<file path="src/design/ifmt_pkg.sv">
`default_nettype none
// ----------------------------------------------------------------------------
// ifmt_pkg
// Shared types and constants for the integer to ASCII formatter.
// ----------------------------------------------------------------------------
package ifmt_pkg;

    typedef enum logic [1:0] {
        KIND_SDEC = 2'd0,
        KIND_UDEC = 2'd1,
        KIND_HEX  = 2'd2,
        KIND_OCT  = 2'd3
    } t_kind;

    localparam int MAX_DIGITS = 11;
    localparam int DIG_IW     = $clog2(MAX_DIGITS);

    // Reciprocal of ten in 0.35 fixed point; exact for every 32-bit dividend.
    localparam logic [31:0] RECIP_10    = 32'hCCCC_CCCD;
    localparam int          RECIP_SHIFT = 35;

    localparam logic [7:0] CHAR_MINUS = 8'h2D;
    localparam logic [7:0] CHAR_ZERO  = 8'h30;
    localparam logic [7:0] CHAR_LOWA  = 8'h61;

    typedef struct packed {
        logic load;
        logic mul;
        logic dig;
        logic emit;
    } t_cmd;

    typedef struct packed {
        logic dig_done;
        logic out_free;
        logic last;
    } t_sts;

    function automatic logic [7:0] digit_char(input logic [3:0] d);
        logic [7:0] c;
        if (d < 4'd10) begin
            c = CHAR_ZERO + {4'd0, d};
        end else begin
            c = CHAR_LOWA + {4'd0, d} - 8'd10;
        end
        return c;
    endfunction

endpackage
`default_nettype wire

</file>
<file path="src/design/ifmt_ctrl.sv">
`default_nettype none
// ----------------------------------------------------------------------------
// ifmt_ctrl
// Sequencer: accept a word, run the digit loop, then stream the characters.
// ----------------------------------------------------------------------------
module ifmt_ctrl
    import ifmt_pkg::*;
(
    input  wire logic i_clk,
    input  wire logic i_rst_n,
    input  wire logic i_in_valid,
    output logic      o_in_ready,
    input  wire t_sts i_sts,
    output t_cmd      o_cmd
);

    typedef enum logic [3:0] {
        S_IDLE = 4'b0001,
        S_MUL  = 4'b0010,
        S_DIG  = 4'b0100,
        S_EMIT = 4'b1000
    } t_state;

    t_state r_state, n_state;

    always_comb begin
        n_state = r_state;
        o_cmd   = '0;
        unique case (r_state)
            S_IDLE: begin
                if (i_in_valid) begin
                    o_cmd.load = 1'b1;
                    n_state    = S_MUL;
                end
            end
            S_MUL: begin
                o_cmd.mul = 1'b1;
                n_state   = S_DIG;
            end
            S_DIG: begin
                o_cmd.dig = 1'b1;
                n_state   = i_sts.dig_done ? S_EMIT : S_MUL;
            end
            S_EMIT: begin
                if (i_sts.out_free) begin
                    o_cmd.emit = 1'b1;
                    if (i_sts.last) begin
                        n_state = S_IDLE;
                    end
                end
            end
            default: n_state = S_IDLE;
        endcase
    end

    assign o_in_ready = (r_state == S_IDLE);

    always_ff @(posedge i_clk) begin
        if (!i_rst_n) begin
            r_state <= S_IDLE;
        end else begin
            r_state <= n_state;
        end
    end

`ifndef ASSERT_OFF
    a_load_to_mul: assert property (@(posedge i_clk) disable iff (!i_rst_n)
        o_cmd.load |=> r_state == S_MUL)
        else $error("load did not start the digit loop");
    a_done_to_emit: assert property (@(posedge i_clk) disable iff (!i_rst_n)
        (r_state == S_DIG && i_sts.dig_done) |=> r_state == S_EMIT)
        else $error("digit loop end did not start emission");
`endif

endmodule
`default_nettype wire

</file>
<file path="src/design/ifmt_dp.sv">
`default_nettype none
// ----------------------------------------------------------------------------
// ifmt_dp
// Datapath: magnitude register, divide-by-ten step, digit buffer, character
// select and output register.
// ----------------------------------------------------------------------------
module ifmt_dp
    import ifmt_pkg::*;
#(
    parameter int MAX_WIDTH = 31
) (
    input  wire logic        i_clk,
    input  wire logic        i_rst_n,
    input  wire t_cmd        i_cmd,
    input  wire logic [31:0] i_value,
    input  wire logic [1:0]  i_req_type,
    input  wire logic [4:0]  i_pad_width,
    output t_sts             o_sts,
    input  wire logic        i_out_ready,
    output logic             o_out_valid,
    output logic [7:0]       o_char_code,
    output logic             o_last_char
);

    localparam int CW = $clog2(MAX_WIDTH + 1);

    t_kind                r_kind;
    logic                 r_neg;
    logic [CW-1:0]        r_width;
    logic [31:0]          r_mag;
    logic [63:0]          r_prod;
    logic [3:0]           r_dig [MAX_DIGITS];
    logic [DIG_IW:0]      r_nd;
    logic [CW-1:0]        r_pos;
    logic                 r_out_valid;
    logic [7:0]           r_char;
    logic                 r_last;

    logic [6:0]           pad7;
    logic [6:0]           width7;
    logic [28:0]          quot;
    logic [3:0]           q10_lo;
    logic [3:0]           digit;
    logic [31:0]          n_mag;
    logic [CW-1:0]        nd_ext;
    logic [CW-1:0]        len;
    logic [CW-1:0]        total;
    logic [CW-1:0]        idx;
    logic                 is_sign;
    logic                 is_pad;
    logic [7:0]           ch;

    // Saturate the requested width.
    always_comb begin
        pad7   = {2'b00, i_pad_width};
        width7 = (pad7 > 7'(MAX_WIDTH)) ? 7'(MAX_WIDTH) : pad7;
    end

    // One digit per step, least significant first.
    always_comb begin
        quot   = r_prod[63:RECIP_SHIFT];
        q10_lo = {quot[0], 3'b000} + {quot[2:0], 1'b0};
        unique case (r_kind)
            KIND_SDEC, KIND_UDEC: begin
                digit = r_mag[3:0] - q10_lo;
                n_mag = {3'b000, quot};
            end
            KIND_HEX: begin
                digit = r_mag[3:0];
                n_mag = {4'h0, r_mag[31:4]};
            end
            default: begin
                digit = {1'b0, r_mag[2:0]};
                n_mag = {3'b000, r_mag[31:3]};
            end
        endcase
    end

    // Character at the current output position: sign, pad zeros, digits.
    always_comb begin
        nd_ext  = CW'(r_nd);
        len     = nd_ext + CW'(r_neg);
        total   = (r_width > len) ? r_width : len;
        idx     = total - CW'(1) - r_pos;
        is_sign = r_neg && (r_pos == '0);
        is_pad  = !is_sign && (r_pos < (total - nd_ext));
        if (is_sign) begin
            ch = CHAR_MINUS;
        end else if (is_pad) begin
            ch = CHAR_ZERO;
        end else begin
            ch = digit_char(r_dig[idx[DIG_IW-1:0]]);
        end
    end

    assign o_sts.dig_done = (n_mag == 32'd0);
    assign o_sts.out_free = !r_out_valid || i_out_ready;
    assign o_sts.last     = (r_pos == total - CW'(1));

    always_ff @(posedge i_clk) begin
        if (i_cmd.load) begin
            r_kind  <= t_kind'(i_req_type);
            r_width <= CW'(width7);
            if (t_kind'(i_req_type) == KIND_SDEC && i_value[31]) begin
                r_neg <= 1'b1;
                r_mag <= 32'd0 - i_value;
            end else begin
                r_neg <= 1'b0;
                r_mag <= i_value;
            end
        end else if (i_cmd.dig) begin
            r_mag <= n_mag;
        end
        if (i_cmd.mul) begin
            r_prod <= r_mag * RECIP_10;
        end
        if (i_cmd.dig) begin
            r_dig[r_nd[DIG_IW-1:0]] <= digit;
        end
        if (i_cmd.emit) begin
            r_char <= ch;
            r_last <= o_sts.last;
        end
    end

    always_ff @(posedge i_clk) begin
        if (!i_rst_n) begin
            r_nd        <= '0;
            r_pos       <= '0;
            r_out_valid <= 1'b0;
        end else begin
            if (i_cmd.load) begin
                r_nd  <= '0;
                r_pos <= '0;
            end else begin
                if (i_cmd.dig) begin
                    r_nd <= r_nd + 1'b1;
                end
                if (i_cmd.emit) begin
                    r_pos <= r_pos + 1'b1;
                end
            end
            if (i_cmd.emit) begin
                r_out_valid <= 1'b1;
            end else if (i_out_ready) begin
                r_out_valid <= 1'b0;
            end
        end
    end

    assign o_out_valid = r_out_valid;
    assign o_char_code = r_char;
    assign o_last_char = r_last;

`ifndef ASSERT_OFF
    a_nd_bound: assert property (@(posedge i_clk) disable iff (!i_rst_n)
        r_nd <= (DIG_IW + 1)'(MAX_DIGITS))
        else $error("digit buffer overrun");
    a_dig_index: assert property (@(posedge i_clk) disable iff (!i_rst_n)
        (i_cmd.emit && !is_sign && !is_pad) |-> idx < nd_ext)
        else $error("digit read beyond stored digits");
    a_no_overwrite: assert property (@(posedge i_clk) disable iff (!i_rst_n)
        (r_out_valid && !i_out_ready) |-> !i_cmd.emit)
        else $error("output word overwritten while stalled");
`endif

endmodule
`default_nettype wire

</file>
<file path="src/design/integer_to_ascii_formatter.sv">
`default_nettype none
// ----------------------------------------------------------------------------
// integer_to_ascii_formatter
// Converts a 32-bit value to ASCII text, one character per output word.
// ----------------------------------------------------------------------------
// One word is taken at a time. After it is accepted the digit loop handles each
// digit with a 32x32 reciprocal multiply by 1/10 and then the digit extract;
// hex and octal go through the same multiply and extract steps, for up to 11
// digits of an octal value. Characters then leave one per cycle through the
// output register while the output is not stalled, max(pad width, text length)
// of them, at most 31 (the text alone is at most 11). The next word is accepted
// as soon as the last character is loaded into the output register.
module integer_to_ascii_formatter
    import ifmt_pkg::*;
#(
    parameter int MAX_WIDTH = 31
) (
    input  wire logic        i_clk,
    input  wire logic        i_rst_n,
    input  wire logic        s_axis_tvalid,
    output logic             s_axis_tready,
    input  wire logic [39:0] s_axis_tdata,  // [31:0] value, [36:32] pad_width
    input  wire logic [1:0]  s_axis_tuser,  // [1:0] req_type
    output logic             m_axis_tvalid,
    input  wire logic        m_axis_tready,
    output logic [7:0]       m_axis_tdata,  // [7:0] char_code
    output logic             m_axis_tlast
);

    t_cmd cmd;
    t_sts sts;

    ifmt_ctrl u_ctrl (
        .i_clk      (i_clk),
        .i_rst_n    (i_rst_n),
        .i_in_valid (s_axis_tvalid),
        .o_in_ready (s_axis_tready),
        .i_sts      (sts),
        .o_cmd      (cmd)
    );

    ifmt_dp #(
        .MAX_WIDTH (MAX_WIDTH)
    ) u_dp (
        .i_clk       (i_clk),
        .i_rst_n     (i_rst_n),
        .i_cmd       (cmd),
        .i_value     (s_axis_tdata[31:0]),
        .i_req_type  (s_axis_tuser),
        .i_pad_width (s_axis_tdata[36:32]),
        .o_sts       (sts),
        .i_out_ready (m_axis_tready),
        .o_out_valid (m_axis_tvalid),
        .o_char_code (m_axis_tdata),
        .o_last_char (m_axis_tlast)
    );

endmodule
`default_nettype wire
</file>
<file path="config.mk">
export PLATFORM = sky130hd
export DESIGN_NAME = integer_to_ascii_formatter
export DESIGN_NICKNAME = d
export VERILOG_FILES = /design/src/design/ifmt_pkg.sv /design/src/design/ifmt_ctrl.sv /design/src/design/ifmt_dp.sv /design/src/design/integer_to_ascii_formatter.sv
export SDC_FILE = /design/constraint.sdc
export NUM_CORES = 1
export LEC_CHECK = 0
export BUFFER_PORTS_ARGS = -buffer_cell sky130_fd_sc_hd__buf_2
export CAP_MARGIN = 20
export CELL_PAD_IN_SITES_DETAIL_PLACEMENT = 0
export CELL_PAD_IN_SITES_GLOBAL_PLACEMENT = 1
export CORE_MARGIN = 2
export CORE_UTILIZATION = 48
export DETAILED_ROUTE_END_ITERATION = 10
export PLACE_DENSITY = 0.77
export SYNTH_ARGS = -nofsm -noshare
export SYNTH_HDL_FRONTEND = slang
export SYNTH_SLANG_ARGS = --single-unit
</file>
<file path="constraint.sdc">
create_clock -name i_clk -period 6.51 [get_ports i_clk]
set_input_delay 0.3255 -clock i_clk [delete_from_list [all_inputs] [get_ports i_clk]]
set_output_delay 0.3255 -clock i_clk [all_outputs]
set_load 0.02 [all_outputs]
</file>
==> run_results.csv <==
group,metric,value,unit
status,status,"complete, but fails checks",
status,violations_in_the_final_reports,"setup timing",
clocking,cts.htree.levels,4,
finish,finalNetCount,3555,
routing,first_pass_iters,5,
floorplan,std_cell_rows,81,
setup_path,cp-start-kind,"flop",
synthesis,yosys.area.top_type_share,0.323,
floorplan,dieHeight,228,um
sta,finClkSkew,9.76,ps
setup_path,critical_path_arrival,7300,ps
sta,max_clock_freq,0.143,GHz
synthesis,net_count_of_the_mapped_netlist,3125,
floorplan,floorplan.die_area,0.0518,mm^2
clocking,cts-buffers-inserted,17,
synthesis,synth_common_cells,"566 x sky130_fd_sc_hd__inv_1, 388 x sky130_fd_sc_hd__fa_1, 377 x sky130_fd_sc_hd__ha_1",
floorplan,design.portCount,57,
synthesis,synth_enable_flop_cells,121,
synthesis,netlist-cell-type-count,77,
placed_design,hpwlAfterDp,63.9,mm
setup_path,crit_path_max_incr_delay,560,ps
flow_run,max_cap_viol_count,0,
clocking,clkTransAtPathRegs,60,ps
setup_path,worstPathMaxFanout,3,
synthesis,postSynthCellCount,2314,
clocking,clock_insertion_delay_at_the_later_pin_of_the_skew_report,440,ps
sta,setup_viol,27,
hold_path,worst_hold_path_type,"input port to flop",
sta,finalCritPeriodShare,1.08,
synthesis,synth-main-ff-cell,"sky130_fd_sc_hd__edfxtp_1",
sta,slew_headroom,0.281,
global_routing,antenna_found_initial,0,
sta,final_max_slew_viol_count,0,
placed_design,numPortBuffers,52,
routing,drt_drc_violations_left,0,
placed_design,place.gp.congestion,1.01,
setup_path,critical_path.slowest_cell,"sky130_fd_sc_hd__fa_1",
synthesis,mapped_area,0.0240,mm^2
finish,layout-area-overhead-vs-synth,23.8,%
routing,vias_per_cell,5.27,
synthesis,synth.yosys.seq_area_share,0.164,
sta,hold_violations,0,
routing,drt-wirelength-per-cell,21.3,um
sta,worst_slew_pin_slew,1070,ps
routing,dr_total_vias,18000,
sta,finalWorstSetupSlack,-507,ps
sta,setup_repair_after_global_routing_missed_its_margin,"yes",
synthesis,syn-mean-instance-area,10.4,um^2
clocking,cts_tree,"yes",
routing,route.final.wire_length,72.9,mm
global_routing,first_global_vias,19000,
synthesis,synth-async-reset-ratio,0,
clocking,root_buffer,"sky130_fd_sc_hd__clkbuf_16",
synthesis,number_of_storage_elements_in_the_synthesis_netlist,136,
sta,min_cycle_time_layout,7020,ps
global_routing,first_pass_grt_wire_length,110,mm
synthesis,most_used_standard_cell_by_instance_count_after_synthesis,"sky130_fd_sc_hd__inv_1",
finish,fill_cells,4095,
setup_path,critical_path_required,6790,ps
global_routing,track_usage,0.290,
finish,multiInputGateArea,0.0188,mm^2
setup_path,timing.critical_path.to_type,"flop",
clocking,clock-sinks,136,
synthesis,synth_warnings,0,
placed_design,pre_cts_ws,-668,ps
global_routing,overflow,0,
floorplan,initial_core_util,0.489,
floorplan,die_width,228,um
floorplan,core_area,0.0492,mm^2
clocking,max-clock-path-buffers,2,
setup_path,critPathKind,"flop to flop",
clocking,postCtsHoldBufs,0,
finish,seq_area,0.00393,mm^2
finish,post_route_cells_drive_above_1_share,0.238,
routing,ant_nets,0,
synthesis,post-synth-top-area-cell,"sky130_fd_sc_hd__fa_1",
routing,drt_iter0_markers,1085,
finish,num_antenna_cells,0,
global_routing,pin_count_of_the_biggest_net_entering_global_routing,42,
synthesis,synthTopCellsByArea,"sky130_fd_sc_hd__fa_1 32%, sky130_fd_sc_hd__ha_1 20%, sky130_fd_sc_hd__edfxtp_1 15%",
## cell type report
| cell class | count | share of cell area |
|---|---|---|
| timing repair buffer | 455 | 0.115 |
| tap | 664 | 0.0280 |
| inverter | 569 | 0.0719 |
| clock inverter | 10 | 0.00413 |
| sequential | 136 | 0.132 |
| clock buffer | 22 | 0.0156 |
| multi-input combinational | 1565 | 0.633 |
## sequential cells by signal, indices dropped and copies added, names as in the netlist
name              count
u_dp.r_kind           2
u_dp.r_dig           44
u_dp.r_mag           32
u_ctrl.r_state        4
u_dp.r_width          5
u_dp.r_pos            5
u_dp.o_out_valid      1
u_dp.o_last_char      1
u_dp.r_neg            1
u_dp.o_char_code      7
u_dp.nd_ext           5
u_dp.r_prod          29
## path summary, 6_finish.rpt
kind                                            startpoint                    endpoint  slack (ps)  depth (start not counted)
worst min register to register  u_dp.r_pos[1]$_SDFFE_PP0P_  u_dp.r_pos[1]$_SDFFE_PP0P_         580                          2
worst max register to register    u_dp.r_mag[15]$_DFFE_PP_   u_dp.r_prod[50]$_DFFE_PN_        -510                         29
worst max-delay path              u_dp.r_mag[15]$_DFFE_PP_   u_dp.r_prod[50]$_DFFE_PN_        -510                         29
worst min-delay path                      s_axis_tdata[32]   u_dp.r_width[0]$_DFFE_PP_          60                          1
## through the flow
stage               utilization  TNS, ps  hold slack [ps]  cell area [um^2]  instances
floorplan                     -     -142              424             24100       2314
global placement          0.565   -11400              505             27800       3348
detailed placement        0.565   -12700              504             27800       3349
CTS                       0.586    -6030             42.4             28800       3394
global route              0.605   -14400             43.3             29700       3421
finish                    0.605   -10250             60.0             29700       3421
## layout by cell type, fill, tap and decap left out, types with 59 or more instances in the layout
cell type                  count
sky130_fd_sc_hd__xor2_1       64
sky130_fd_sc_hd__edfxtp_1    121
sky130_fd_sc_hd__o21ai_0      59
sky130_fd_sc_hd__inv_1       550
sky130_fd_sc_hd__nand2_1      90
sky130_fd_sc_hd__ha_1        333
sky130_fd_sc_hd__buf_4       374
sky130_fd_sc_hd__nor2_1       66
sky130_fd_sc_hd__fa_1        385
sky130_fd_sc_hd__a21oi_1      87
## cell families after synthesis
group | Yosys count | synth area share
xor gates and xnor gates | 134 | 0.0503
adders and majority gates | 765 | 0.520
and+or+nand+nor | 299 | 0.0608
DFF | 136 | 0.164
muxes | 52 | 0.0277
AOI/OAI and AO/OA | 313 | 0.0807
buffers and inverters | 613 | 0.0965
other | 2 | 0.000313
## repair_timing
action / 4_1_cts / 5_1_grt
resized for setup: 67 / 124
setup buffers: 13 / 28
setup endpoints to repair: 29 / 29
pin swaps: 31 / 57
## worst max-delay path, delay by kind of cell (launching register included)
kind	cells	cell delay (ps)
AO/OA/AOI/OAI	3	490
adder cells (fa/ha/maj)	9	3880
AND/OR/NAND/NOR	4	670
buffers and inverters	12	1130
XOR/XNOR	1	160
flip-flops	1	540
## per-layer routing
metal | track usage | up-vias | routed length [um]
li1 | - | 8316 | -
met1 | 0.377 | 9068 | 30200
met2 | 0.486 | 494 | 35300
met3 | 0.0352 | 149 | 3270
met4 | 0.137 | 0 | 4210
met5 | 0 | - | 0
Power is not shown: default switching activity piles up to over one toggle a cycle in this logic, so the estimate is an artifact.
